**src/hw/rtl/tse_pkg.sv**
```systemverilog
// ----------------------------------------------------------------------------
// tse_pkg
// Shared types and constants of the text section extractor: result and
// bundle records, parse state encodings, character codes and the key table.
// ----------------------------------------------------------------------------
package tse_pkg;

    localparam int QDEPTH = 4;
    localparam int QAW    = $clog2(QDEPTH);

    localparam logic [7:0] CH_NUL   = 8'h00;
    localparam logic [7:0] CH_LF    = 8'h0A;
    localparam logic [7:0] CH_CR    = 8'h0D;
    localparam logic [7:0] CH_SPACE = 8'h20;
    localparam logic [7:0] CH_TAB   = 8'h09;
    localparam logic [7:0] CH_SEMI  = 8'h3B;
    localparam logic [7:0] CH_OPEN  = 8'h5B;
    localparam logic [7:0] CH_CLOSE = 8'h5D;

    localparam logic [3:0] KEY_LEN = 4'd8;
    localparam logic [3:0] CNT_MAX = 4'd15;
    localparam logic [3:0] HDR_MIN = 4'd2;

    typedef enum logic [2:0] {
        PH_SEARCH  = 3'b001,
        PH_SECTION = 3'b010,
        PH_DONE    = 3'b100
    } phase_t;

    typedef enum logic [3:0] {
        TK_BEFORE  = 4'b0001,
        TK_IN      = 4'b0010,
        TK_TRAIL   = 4'b0100,
        TK_SPOILED = 4'b1000
    } tok_phase_t;

    typedef struct packed {
        phase_t     phase;
        logic       header_seen;
        logic       cr_pending;
        tok_phase_t token_phase;
        logic       comment_seen;
        logic [3:0] token_count;
        logic       first_is_open;
        logic       last_is_close;
        logic       name_matches;
        logic       line_open;
    } pstate_t;

    typedef struct packed {
        logic [7:0] out_byte;
        logic       has_byte;
        logic       line_end;
        logic       drop_line;
        logic       done_res;
        logic       found;
    } res_t;

    // up to three results caused by one input byte
    typedef struct packed {
        res_t [2:0] res;
        logic [1:0] cnt;
    } bundle_t;

    // "[script]" in lower case
    function automatic logic [7:0] key_char(input logic [2:0] idx);
        logic [7:0] ch;
        begin
            unique case (idx)
                3'd0:    ch = CH_OPEN;
                3'd1:    ch = 8'h73;
                3'd2:    ch = 8'h63;
                3'd3:    ch = 8'h72;
                3'd4:    ch = 8'h69;
                3'd5:    ch = 8'h70;
                3'd6:    ch = 8'h74;
                default: ch = CH_CLOSE;
            endcase
            return ch;
        end
    endfunction

    function automatic logic [7:0] low_case(input logic [7:0] c);
        logic [7:0] r;
        begin
            r = c;
            if (c >= 8'h41 && c <= 8'h5A) r = c + 8'd32;
            return r;
        end
    endfunction

    function automatic logic is_space(input logic [7:0] c);
        return (c == CH_SPACE) || (c >= CH_TAB && c <= CH_CR);
    endfunction

endpackage

```
**src/hw/rtl/tse_front.sv**
```systemverilog
// ----------------------------------------------------------------------------
// tse_front
// Accepts text bytes, tracks the line key and section phase, and turns each
// byte into a bundle of zero to three results for the result queue.
// ----------------------------------------------------------------------------
module tse_front (
    input  logic             clk,
    input  logic             rst_n,
    input  logic             in_valid,
    output logic             in_ready,
    input  logic [7:0]       in_byte,
    input  logic             end_of_text,
    input  logic             start_text,
    input  logic             q_full,
    output logic             push,
    output tse_pkg::bundle_t push_data
);
    import tse_pkg::*;

    typedef struct packed {
        pstate_t s;
        res_t    r;
        logic    v;
    } close_t;

    localparam pstate_t ST_CLEAR = '{
        phase:         PH_SEARCH,
        header_seen:   1'b0,
        cr_pending:    1'b0,
        token_phase:   TK_BEFORE,
        comment_seen:  1'b0,
        token_count:   4'd0,
        first_is_open: 1'b0,
        last_is_close: 1'b0,
        name_matches:  1'b1,
        line_open:     1'b0
    };

    function automatic pstate_t clear_line(input pstate_t s);
        pstate_t t;
        begin
            t = ST_CLEAR;
            t.phase = s.phase;
            t.header_seen = s.header_seen;
            return t;
        end
    endfunction

    function automatic pstate_t track_key(input pstate_t s, input logic [7:0] c);
        pstate_t t;
        begin
            t = s;
            if (!s.comment_seen) begin
                if (c == CH_SEMI) begin
                    t.comment_seen = 1'b1;
                end else if (is_space(c)) begin
                    if (s.token_phase == TK_IN) t.token_phase = TK_TRAIL;
                end else begin
                    if (s.token_phase == TK_BEFORE) begin
                        t.token_phase = TK_IN;
                        t.first_is_open = (c == CH_OPEN);
                    end else if (s.token_phase == TK_TRAIL) begin
                        t.token_phase = TK_SPOILED;
                        t.name_matches = 1'b0;
                    end
                    if (s.token_count < KEY_LEN) begin
                        if (low_case(c) != key_char(s.token_count[2:0]))
                            t.name_matches = 1'b0;
                    end else begin
                        t.name_matches = 1'b0;
                    end
                    if (s.token_count < CNT_MAX) t.token_count = s.token_count + 4'd1;
                    t.last_is_close = (c == CH_CLOSE);
                end
            end
            return t;
        end
    endfunction

    function automatic close_t close_line(input pstate_t s, input logic fin);
        close_t o;
        logic   clean;
        begin
            o   = '0;
            o.s = s;
            clean = (s.token_phase == TK_IN) || (s.token_phase == TK_TRAIL);
            if (s.phase == PH_SEARCH) begin
                if (clean && s.token_count == KEY_LEN && s.name_matches) begin
                    o.s.phase = PH_SECTION;
                    o.s.header_seen = 1'b1;
                end
                if (fin) begin
                    o.r.done_res = 1'b1;
                    o.r.found = o.s.header_seen;
                    o.v = 1'b1;
                    o.s.phase = PH_DONE;
                end
            end else begin
                o.v = 1'b1;
                if (clean && s.token_count >= HDR_MIN && s.first_is_open
                    && s.last_is_close) begin
                    o.r.line_end  = 1'b1;
                    o.r.drop_line = 1'b1;
                    o.r.done_res  = 1'b1;
                    o.r.found     = 1'b1;
                    o.s.phase     = PH_DONE;
                end else begin
                    o.r.out_byte = CH_LF;
                    o.r.has_byte = 1'b1;
                    o.r.line_end = 1'b1;
                    o.r.done_res = fin;
                    o.r.found    = fin;
                    if (fin) o.s.phase = PH_DONE;
                end
            end
            o.s = clear_line(o.s);
            return o;
        end
    endfunction

    pstate_t state_reg, state_next;
    bundle_t bnd;
    logic    in_fire;

    assign in_ready  = !q_full;
    assign in_fire   = in_valid && in_ready;
    assign push      = in_fire && (bnd.cnt != 2'd0);
    assign push_data = bnd;

    always_comb
    begin
        pstate_t s;
        close_t  cl;
        res_t    r;
        s  = state_reg;
        cl = '0;
        r  = '0;
        bnd = '0;
        if (start_text) s = ST_CLEAR;
        if (s.phase == PH_SEARCH || s.phase == PH_SECTION) begin
            if (in_byte == CH_NUL) begin
                if (s.line_open) begin
                    cl = close_line(s, 1'b1);
                    s  = cl.s;
                    if (cl.v) begin
                        bnd.res[bnd.cnt] = cl.r;
                        bnd.cnt = bnd.cnt + 2'd1;
                    end
                end else begin
                    r = '0;
                    r.done_res = 1'b1;
                    r.found = s.header_seen;
                    bnd.res[bnd.cnt] = r;
                    bnd.cnt = bnd.cnt + 2'd1;
                    s.phase = PH_DONE;
                end
            end else if (in_byte == CH_LF) begin
                cl = close_line(s, end_of_text);
                s  = cl.s;
                if (cl.v) begin
                    bnd.res[bnd.cnt] = cl.r;
                    bnd.cnt = bnd.cnt + 2'd1;
                end
            end else begin
                if (s.phase == PH_SECTION) begin
                    // held-back cr goes out ahead of the byte that follows it
                    if (s.cr_pending) begin
                        r = '0;
                        r.out_byte = CH_CR;
                        r.has_byte = 1'b1;
                        bnd.res[bnd.cnt] = r;
                        bnd.cnt = bnd.cnt + 2'd1;
                    end
                    if (in_byte == CH_CR) begin
                        s.cr_pending = 1'b1;
                    end else begin
                        s.cr_pending = 1'b0;
                        r = '0;
                        r.out_byte = in_byte;
                        r.has_byte = 1'b1;
                        bnd.res[bnd.cnt] = r;
                        bnd.cnt = bnd.cnt + 2'd1;
                    end
                end
                s = track_key(s, in_byte);
                s.line_open = 1'b1;
                if (end_of_text) begin
                    cl = close_line(s, 1'b1);
                    s  = cl.s;
                    if (cl.v) begin
                        bnd.res[bnd.cnt] = cl.r;
                        bnd.cnt = bnd.cnt + 2'd1;
                    end
                end
            end
        end
        state_next = in_fire ? s : state_reg;
    end

    always_ff @(posedge clk or negedge rst_n)
    begin
        if (!rst_n) begin
            state_reg <= ST_CLEAR;
        end else begin
            state_reg <= state_next;
        end
    end

    // after the section ends nothing is produced until new text starts
    a_done_silent: assert property (@(posedge clk) disable iff (!rst_n)
        (in_fire && !start_text && state_reg.phase == PH_DONE) |-> !push)
        else $error("result produced after section end");

    a_done_sticky: assert property (@(posedge clk) disable iff (!rst_n)
        (state_reg.phase == PH_DONE && !(in_fire && start_text))
        |=> state_reg.phase == PH_DONE)
        else $error("left done phase without start of text");

    a_key_sat: assert property (@(posedge clk) disable iff (!rst_n)
        (state_reg.token_count == CNT_MAX && in_fire && !start_text && in_byte != CH_LF
         && in_byte != CH_NUL && !end_of_text)
        |=> (state_reg.token_count == CNT_MAX || state_reg.phase == PH_DONE))
        else $error("key length counter wrapped");

endmodule

```
**src/hw/rtl/tse_queue.sv**
```systemverilog
// ----------------------------------------------------------------------------
// tse_queue
// Small fifo of result bundles between the parser front and the output back.
// ----------------------------------------------------------------------------
module tse_queue (
    input  logic             clk,
    input  logic             rst_n,
    input  logic             push,
    input  tse_pkg::bundle_t push_data,
    output logic             full,
    input  logic             pop,
    output logic             q_valid,
    output tse_pkg::bundle_t q_data
);
    import tse_pkg::*;

    bundle_t        mem_reg [QDEPTH];
    logic [QAW-1:0] wr_ptr_reg, wr_ptr_next;
    logic [QAW-1:0] rd_ptr_reg, rd_ptr_next;
    logic [QAW:0]   count_reg, count_next;

    assign full    = (count_reg == QDEPTH[QAW:0]);
    assign q_valid = (count_reg != '0);
    assign q_data  = mem_reg[rd_ptr_reg];

    always_comb
    begin
        wr_ptr_next = push ? wr_ptr_reg + 1'b1 : wr_ptr_reg;
        rd_ptr_next = pop ? rd_ptr_reg + 1'b1 : rd_ptr_reg;
        count_next  = count_reg;
        if (push && !pop) count_next = count_reg + 1'b1;
        else if (pop && !push) count_next = count_reg - 1'b1;
    end

    always_ff @(posedge clk)
    begin
        if (push) mem_reg[wr_ptr_reg] <= push_data;
    end

    always_ff @(posedge clk or negedge rst_n)
    begin
        if (!rst_n) begin
            wr_ptr_reg <= '0;
            rd_ptr_reg <= '0;
            count_reg  <= '0;
        end else begin
            wr_ptr_reg <= wr_ptr_next;
            rd_ptr_reg <= rd_ptr_next;
            count_reg  <= count_next;
        end
    end

    a_no_overflow: assert property (@(posedge clk) disable iff (!rst_n)
        push |-> !full)
        else $error("bundle queue overflow");

    a_no_underflow: assert property (@(posedge clk) disable iff (!rst_n)
        pop |-> q_valid)
        else $error("bundle queue underflow");

    a_count_bound: assert property (@(posedge clk) disable iff (!rst_n)
        count_reg <= QDEPTH[QAW:0])
        else $error("bundle queue count out of range");

endmodule

```
**src/hw/rtl/tse_back.sv**
```systemverilog
// ----------------------------------------------------------------------------
// tse_back
// Holds one bundle in an output register and hands its results out one
// transfer at a time, marking the final result of each input byte.
// ----------------------------------------------------------------------------
module tse_back (
    input  logic             clk,
    input  logic             rst_n,
    input  logic             q_valid,
    input  tse_pkg::bundle_t q_data,
    output logic             pop,
    output logic             out_valid,
    input  logic             out_ready,
    output logic [7:0]       out_byte,
    output logic             has_byte,
    output logic             line_end,
    output logic             drop_line,
    output logic             done_res,
    output logic             found,
    output logic             last
);
    import tse_pkg::*;

    bundle_t    cur_reg, cur_next;
    logic       cur_valid_reg, cur_valid_next;
    logic [1:0] idx_reg, idx_next;
    logic       out_fire;
    logic       at_last;
    res_t       r;

    assign out_valid = cur_valid_reg;
    assign out_fire  = out_valid && out_ready;
    assign at_last   = (idx_reg == cur_reg.cnt - 2'd1);
    // next bundle loads in the same cycle the final result leaves
    assign pop       = q_valid && (!cur_valid_reg || (out_fire && at_last));

    assign r         = cur_reg.res[idx_reg];
    assign out_byte  = r.out_byte;
    assign has_byte  = r.has_byte;
    assign line_end  = r.line_end;
    assign drop_line = r.drop_line;
    assign done_res  = r.done_res;
    assign found     = r.found;
    assign last      = at_last;

    always_comb
    begin
        cur_next       = cur_reg;
        cur_valid_next = cur_valid_reg;
        idx_next       = idx_reg;
        if (pop) begin
            cur_next       = q_data;
            cur_valid_next = 1'b1;
            idx_next       = 2'd0;
        end else if (out_fire && at_last) begin
            cur_valid_next = 1'b0;
        end else if (out_fire) begin
            idx_next = idx_reg + 2'd1;
        end
    end

    always_ff @(posedge clk)
    begin
        cur_reg <= cur_next;
    end

    always_ff @(posedge clk or negedge rst_n)
    begin
        if (!rst_n) begin
            cur_valid_reg <= 1'b0;
            idx_reg       <= 2'd0;
        end else begin
            cur_valid_reg <= cur_valid_next;
            idx_reg       <= idx_next;
        end
    end

    a_bundle_nonempty: assert property (@(posedge clk) disable iff (!rst_n)
        cur_valid_reg |-> (cur_reg.cnt != 2'd0))
        else $error("empty bundle in output register");

    a_idx_in_range: assert property (@(posedge clk) disable iff (!rst_n)
        cur_valid_reg |-> (idx_reg < cur_reg.cnt))
        else $error("result index beyond bundle");

    a_step_one: assert property (@(posedge clk) disable iff (!rst_n)
        (out_fire && !at_last) |=> (cur_valid_reg && idx_reg == $past(idx_reg) + 2'd1))
        else $error("result skipped or repeated");

endmodule

```
**src/hw/rtl/text_section_extractor_top.sv**
```systemverilog
// ----------------------------------------------------------------------------
// text_section_extractor_top
// Streams text bytes, finds the script section and passes its lines on
// byte by byte with a line verdict at each line end.
//
//   channel  handshake and fields
//   in       in_valid in_ready in_byte end_of_text start_text
//   out      out_valid out_ready out_byte has_byte line_end drop_line done_res found last
//
// one input byte is taken per cycle while the bundle queue has room;
// each byte yields zero to three results, sent one per cycle by the back end while out_ready is high
// a byte reaches the output through the bundle queue and then the output register
// the 4-entry bundle queue lets the input run on while the output stalls
// reset clears parse state and empties the queue and output register; no clearing pass
// ----------------------------------------------------------------------------
module text_section_extractor_top (
    input  logic       clk,
    input  logic       rst_n,
    input  logic       in_valid,
    output logic       in_ready,
    input  logic [7:0] in_byte,
    input  logic       end_of_text,
    input  logic       start_text,
    output logic       out_valid,
    input  logic       out_ready,
    output logic [7:0] out_byte,
    output logic       has_byte,
    output logic       line_end,
    output logic       drop_line,
    output logic       done_res,
    output logic       found,
    output logic       last
);
    import tse_pkg::*;

    logic    push;
    bundle_t push_data;
    logic    q_full;
    logic    pop;
    logic    q_valid;
    bundle_t q_data;

    tse_front u_front (
        .clk         (clk),
        .rst_n       (rst_n),
        .in_valid    (in_valid),
        .in_ready    (in_ready),
        .in_byte     (in_byte),
        .end_of_text (end_of_text),
        .start_text  (start_text),
        .q_full      (q_full),
        .push        (push),
        .push_data   (push_data)
    );

    tse_queue u_queue (
        .clk       (clk),
        .rst_n     (rst_n),
        .push      (push),
        .push_data (push_data),
        .full      (q_full),
        .pop       (pop),
        .q_valid   (q_valid),
        .q_data    (q_data)
    );

    tse_back u_back (
        .clk       (clk),
        .rst_n     (rst_n),
        .q_valid   (q_valid),
        .q_data    (q_data),
        .pop       (pop),
        .out_valid (out_valid),
        .out_ready (out_ready),
        .out_byte  (out_byte),
        .has_byte  (has_byte),
        .line_end  (line_end),
        .drop_line (drop_line),
        .done_res  (done_res),
        .found     (found),
        .last      (last)
    );

endmodule

```
**config.mk**
```make
export PLATFORM = sky130hd
export DESIGN_NAME = text_section_extractor_top
export DESIGN_NICKNAME = d
export VERILOG_FILES = /design/src/hw/rtl/tse_pkg.sv /design/src/hw/rtl/tse_front.sv /design/src/hw/rtl/tse_queue.sv /design/src/hw/rtl/tse_back.sv /design/src/hw/rtl/text_section_extractor_top.sv
export SDC_FILE = /design/constraint.sdc
export NUM_CORES = 1
export LEC_CHECK = 0
export BUFFER_PORTS_ARGS = -buffer_cell sky130_fd_sc_hd__buf_2
export CAP_MARGIN = 20
export CORE_MARGIN = 2
export CORE_UTILIZATION = 29
export CTS_CLUSTER_SIZE = 8
export DETAILED_ROUTE_END_ITERATION = 6
export MAX_ROUTING_LAYER = met4
export PLACE_DENSITY = 0.53
export SETUP_SLACK_MARGIN = 0.15
export SYNTH_ARGS = -nofsm -noshare
export SYNTH_HDL_FRONTEND = slang
export SYNTH_HIERARCHICAL = 1
export SYNTH_SLANG_ARGS = --single-unit
```
**constraint.sdc**
```tcl
create_clock -name clk -period 4.6 [get_ports clk]
set_clock_uncertainty 0.15 [all_clocks]
set_input_delay 0.69 -clock clk [delete_from_list [all_inputs] [get_ports clk]]
set_output_delay 0.69 -clock clk [all_outputs]
set_load 0.005 [all_outputs]
```
==> results of run 1 <==
==> layout make-up <==
| class | instances | share of cell area |
|---|---|---|
| Antenna cell | 1 | 0.0002022 |
| Clock buffer | 50 | 0.07612 |
| Clock inverter | 4 | 0.006874 |
| Inverter | 20 | 0.006065 |
| Multi-Input combinational cell | 431 | 0.2800 |
| Sequential cell | 233 | 0.5545 |
| Tap cell | 468 | 0.04731 |
| Timing Repair Buffer | 54 | 0.02891 |
==> per-stage QoR <==
| step | setup WS [ns] | utilization |
|---|---|---|
| 2_1_floorplan | 0.2968 | - |
| 4_1_cts | 0.6057 | 0.3396 |
| 5_1_grt | 0.3071 | 0.3397 |
| 6_report | 0.5512 | 0.3397 |
| 3_5_place_dp | 0.07060 | 0.3114 |
| 3_3_place_gp | 0.2062 | 0.3114 |
==> worst reg2reg max path: stages, from the launching register on <==
cell	delay, ns
dfrtp_1	0.50
nor2b_1	0.36
inv_1	0.10
ha_1	0.24
or3_1	0.41
or3_1	0.38
and2_0	0.16
o22ai_1	0.18
o2111ai_1	0.20
a21oi_1	0.24
a21oi_1	0.17
o21ai_0	0.38
==> cell families (layout without fill, tap and decap cells) <==
group	after synthesis	count (layout)
other cells	1	7
buf+inv	60	128
xor+xnor	11	11
fa+ha+maj	17	17
compound gates	130	130
simple gates	207	207
mux	60	60
flops	233	233
==> where the power goes <==
part           total [mW]  switching [mW]  internal [mW]
clock                2.36           0.889           1.47
combinational        1.59           0.875          0.720
sequential           3.00           0.285           2.71
total                6.95            2.05           4.90
==> cells in the mapped netlist (3+ instances only) <==
cell type	count	area (µm²)
a21o_1	4	30.03
a21oi_1	37	185.2
a22o_1	4	35.03
a22oi_1	3	22.52
a32oi_1	4	35.03
and2_1	14	87.58
and3_1	5	31.28
buf_12	4	80.08
buf_2	7	35.03
buf_4	12	90.09
buf_6	3	33.78
clkbuf_1	13	48.80
dfrtp_1	25	625.6
dfstp_2	3	78.83
edfxtp_1	205	6156
ha_1	16	200.2
inv_1	19	71.32
mux2i_1	16	160.2
mux4_1	3	78.83
mux4_2	38	855.8
nand2_1	65	244.0
nand2b_1	8	50.05
nand3_1	13	65.06
nand3b_1	4	30.03
nand4_1	4	25.02
nor2_1	37	138.9
nor2b_1	10	62.56
nor3_1	9	45.04
nor3b_1	3	22.52
nor4_1	6	37.54
o21a_1	3	22.52
o21ai_0	39	195.2
o21ai_1	3	15.01
o22ai_1	5	31.28
o31ai_1	3	22.52
or2_2	4	25.02
or3_1	7	43.79
xnor2_1	6	52.55
xor2_1	4	35.03
==> routing by layer <==
metal / track usage / vias up / part of all wire
met2: 0.2009 / 133 / 0.46
met1: 0.1790 / 3211 / 0.48
met4: 0.03648 / 0 / 0.018
met5: - / - / 0
met3: 0.02441 / 42 / 0.042
li1: - / 2884 / -
==> worst max-delay path by stage <==
stage	to	slack [ns]	start	cells past startpoint
global placement	u_queue/count_reg[2]	0.21	in_byte[5]	16
CTS	u_queue/count_reg[2]	0.61	in_byte[5]	16
global route	u_queue/count_reg[2]	0.31	in_byte[5]	16
floorplan	u_queue/count_reg[2]	0.30	in_byte[3]	18
detailed placement	u_queue/count_reg[2]	0.07	in_byte[5]	16
finish	u_queue/count_reg[2]	0.55	in_byte[5]	16
==> results.md, run 1 <==
- Status: finished clean
- PwrDens: 561.7 nW/µm²
- Routed Antenna Nets: 0
- CP required: 4.87 ns
- Port buffer count: 29
- Reg area: 6863 µm²
- Mapped cell area: 10670 µm²
- Detailed Routing Iterations Pass 1: 5
- R2R Path Start: u_front/state_reg[6]
- Pin count of the biggest net entering global routing: 44
- Least-Margin Pin Slew: 0.9422 ns
- Final period utilization: 0.8802
- Worst hold slack: 0.09553 ns
- Mapped Cells: 719
- Worst reg2reg path depth: 11
- Post-Layout Cell Count: 1261
- Largest register FFs: 164
- Placement row count: 70
- Core Box Area: 36430 µm²
- Detailed-route DRC error count: 0
- DP Cell Count: 1206
- Initial core utilization: 0.2928
- Aggregate global routing overflow: 0
- Maximum vdd drop: 0.0002219 V
- Area grow syn2layout: 16.02%
- Cts repair resizes: 0
- Synth Area in Compound Gates: 0.08105
- Dpl hpwl: 15680 µm
- Routability cong.: 0.8059
- Final setup violation count: 0
- Critical path start-end classification: primary input to flip-flop
- Post-synth EDFFs: 205
- Most frequent cells in the layout: 205 x edfxtp_1, 65 x nand2_1, 39 x o21ai_0, 38 x mux4_2
- Simple-gate area share of the yosys netlist: 0.1037
- Ys Warns: 6
- Final Hold Vio Count: 0
- Most used cell, CP: ha_1
- Initial DRC count: 427
- Die Area: 38340 µm²
- Worst setup SP type: primary input
- Pleak: 4.386 nW
- CTS tree: done
- Sink Count: 233
- Fraction of layout cells with a size suffix above 1: 0.2134
- DR WL/cell: 18.87 µm
- Cts hold-fix bufs: 0
- CP delay by family, top: simple AND/OR/NAND/NOR gates
- Finished Cell Area: 12380 µm²
- Main combinational cell family by area after synthesis: multiplexers
- Worst r2r dst: u_queue/mem_reg[0][2]
- Syn_area_per_cell: 14.84 µm²
- Vias/cell: 4.972
- Vias: 6270
- Max-slew violations: 0
- Setup TNS Final: 0 ns
- Total track usage: 0.1310
- Drt total wl: 23800 µm
- RSZ-0062 raised after global routing: no
- Synth cell types: 78
- Xor/xnor share of the synthesized area: 0.01079
- Die height: 195.8 µm
- CTS clk-pin slew, worst paths: 0.06 ns
- Post-synth ARST share: 0.1202
- Final Critical Period: 4.049 ns
- Post-synthesis sequential area ratio: 0.6431
- Most used flip-flop cell after synthesis: edfxtp_1
- Worst path bufs/invs: 2
- Yosys reg bits: 233
- Root Buffer: clkbuf_16
- Area share of fa/ha/maj cells after synthesis: 0.02064
- Post-synthesis mux area share: 0.1060
- CTS Buf Count: 35
- Clock Path Buffers: 3
- CP arrival: 4.32 ns
- Worst hold path class: primary input to asynchronous set/reset pin
- Vias in the first global route: 6299
- Commonest non-fill, non-tap cell in the layout: edfxtp_1
- Worst-skew pair later-pin latency: 0.53 ns
- Setup Buffers After CTS: 0
- Area of the multi-input gates: 3466 µm²
- CP Cell Sequence: buf_2 > nor3_1 > nand3b_1 > or2_2 > ha_1 > nand2_1 > ha_1 > a21oi_1 > nor3_1 > o21a_1 > ha_1 > inv_1 > fa_1 > xor2_1 > nor2_1 > xor2_1
- Peak Freq: 0.2470 GHz
- Top-level port count: 30
- DP Area: 11350 µm²
- Crit path largest cell delay: 0.43 ns
- H-tree Lvls: 2
- Max Cap Violations: 0
- CP endpoint kind: flip-flop
- Die W: 195.8 µm
- Worst slew margin: 0.3706
- Power Total: 6.952 mW
- Initial antenna violation count: 1
- Final net count: 806
- First-pass GRT wire length: 37470 µm
- Fill cells: 3542
- R2R Setup Slk: 0.88 ns
- Critical Path Fanout Max: 11
- Crit path max-delay cell type: fa_1
Power figures use the tool's default switching activity.
==> inputs of run 2 (changes only) <==
==> constraint.sdc (replaced) <==
create_clock -name clk -period 4.6 [get_ports clk]
set_clock_uncertainty 0.15 [all_clocks]
set_input_delay 0.92 -clock clk [delete_from_list [all_inputs] [get_ports clk]]
set_output_delay 0.92 -clock clk [all_outputs]
set_load 0.005 [all_outputs]
==> results.md, run 2 (same netlist as run 1, synthesis figures left out) <==
- Peak Freq: 0.2517 GHz
- Routability cong.: 0.8564
- Routed Antenna Nets: 0
- CP required: 4.68 ns
- Max Cap Violations: 0
- Fill cells: 3523
- Worst slew margin: 0.4622
- CTS Buf Count: 35
- Fraction of layout cells with a size suffix above 1: 0.2188
- Setup TNS Final: 0 ns
- CP endpoint kind: flip-flop
- Met1 Track Usage GR: 0.1774
- Initial antenna violation count: 0
- Number of diodes: 0
- CTS tree: done
- First-pass GRT wire length: 37450 µm
- Final Hold Vio Count: 0
- Reg area: 6863 µm²
- Final Critical Period: 3.972 ns
- Die Area: 38340 µm²
- Detailed-route DRC error count: 0
- Power Total: 6.992 mW
- Pleak: 4.436 nW
- Dpl hpwl: 15410 µm
- CP Cell Sequence: buf_2 > inv_2 > nand2_1 > inv_1 > ha_1 > ha_1 > or3_1 > or3_1 > and2_0 > o22ai_1 > o2111ai_1 > a21oi_1 > a21oi_1 > o21ai_0
- Vias/cell: 4.812
- RSZ-0062 raised after global routing: no
- Final period utilization: 0.8636
- Initial DRC count: 366
- R2R Path Start: u_front/state_reg[6]
- Vias: 6145
- Largest register FFs: 164
- Cts hold-fix bufs: 0
- Worst r2r dst: u_queue/mem_reg[2][2]
- Placement row count: 70
- Commonest non-fill, non-tap cell in the layout: edfxtp_1
- Die W: 195.8 µm
- Final net count: 814
- Root Buffer: clkbuf_16
- Sink Count: 233
- Final setup violation count: 0
- Die height: 195.8 µm
- GRT busiest layer: met2
- Least-Margin Pin Slew: 0.8051 ns
- Max-slew violations: 0
- PwrDens: 560.4 nW/µm²
- Setup Buffers After CTS: 0
- Initial core utilization: 0.2928
- Area of the multi-input gates: 3471 µm²
- Total track usage: 0.1304
- CP arrival: 4.05 ns
- Pin count of the biggest net entering global routing: 44
- CTS clk-pin slew, worst paths: 0.06 ns
- Most frequent cells in the layout: 205 x edfxtp_1, 65 x nand2_1, 39 x o21ai_0, 38 x mux4_2
- Crit path max-delay cell type: o21ai_0
- Area grow syn2layout: 16.95%
- Critical path start-end classification: primary input to flip-flop
- Crit path largest cell delay: 0.44 ns
- Worst hold path class: primary input to asynchronous set/reset pin
- R2R Setup Slk: 0.77 ns
- H-tree Lvls: 2
- Core Box Area: 36430 µm²
- Worst-skew pair later-pin latency: 0.52 ns
- Maximum vdd drop: 0.0002671 V
- GR Util met2: 0.2019
- Vias in the first global route: 6390
- Routing usage on met3: 0.02286
- Port buffer count: 29
- Clock Path Buffers: 3
- DR WL/cell: 18.36 µm
- Top-level port count: 30
- Aggregate global routing overflow: 0
- Detailed Routing Iterations Pass 1: 5
- Worst setup SP type: primary input
- Cts repair resizes: 0
- Critical Path Fanout Max: 8
- Status: finished clean
- Worst reg2reg path depth: 11
- Core Util, Final: 0.3424
- Drt total wl: 23450 µm
run 2: cell types whose count changed in the layout (fill, tap and decap cells not counted), sizes merged:
cell / change
buf: +8
clkbuf: +8
clkinv: +1
diode: -1
run 2: cell type report:
type	instances	share of cell area
timing repair buffer	62	0.03450
clock buffer	58	0.07712
multi-input combinational	431	0.2782
sequential	233	0.5501
clock inverter	5	0.007121
inverter	20	0.006017
tap	468	0.04694
run 2: how the worst max path moves through the flow:
stage / start / end / depth (start not counted)
after floorplan: in_byte[3] / u_queue/count_reg[2] / 18
after global placement: in_byte[7] / u_queue/count_reg[2] / 16
after detailed placement: in_byte[7] / u_queue/count_reg[2] / 16
after CTS: in_byte[7] / u_queue/count_reg[2] / 16
after global routing: in_byte[7] / u_queue/count_reg[2] / 16
final: start_text / u_queue/mem_reg[2][2] / 14
run 2: worst max-delay path: cells and delay by family:
kind / cells / cell delay (ns)
buffers and inverters: 3 / 0.34
adder cells (fa/ha/maj): 2 / 0.47
AND/OR/NAND/NOR: 4 / 1.10
AO/OA/AOI/OAI: 5 / 1.22
run 2: routing by layer:
layer	wire, µm	vias up
met5	0	-
met4	386	0
met1	11300	3081
li1	-	2911
met3	965	33
met2	10800	120
run 2: metrics by stage:
| stage | setup slack, ns | cells | cell area (µm²) | hold slack (ns) |
|---|---|---|---|---|
| final | 0.6277 | 1277 | 12480 | 0.3342 |
| after global placement | 0.1735 | 1214 | 11420 | 0.3199 |
| after global routing | 0.3567 | 1277 | 12480 | 0.3482 |
| after detailed placement | 0.1329 | 1214 | 11420 | 0.3260 |
| after CTS | 0.6536 | 1277 | 12480 | 0.3325 |
| after floorplan | 0.1678 | 724 | 10700 | 0.2991 |
run 2: power by group:
| part | leakage, nW | switching, mW | total [mW] | internal [mW] |
|---|---|---|---|---|
| combinational | 1.64 | 0.905 | 1.63 | 0.727 |
| clock | 0.497 | 0.923 | 2.41 | 1.49 |
| sequential | 2.30 | 0.238 | 2.95 | 2.71 |
| total | 4.44 | 2.07 | 6.99 | 4.93 |
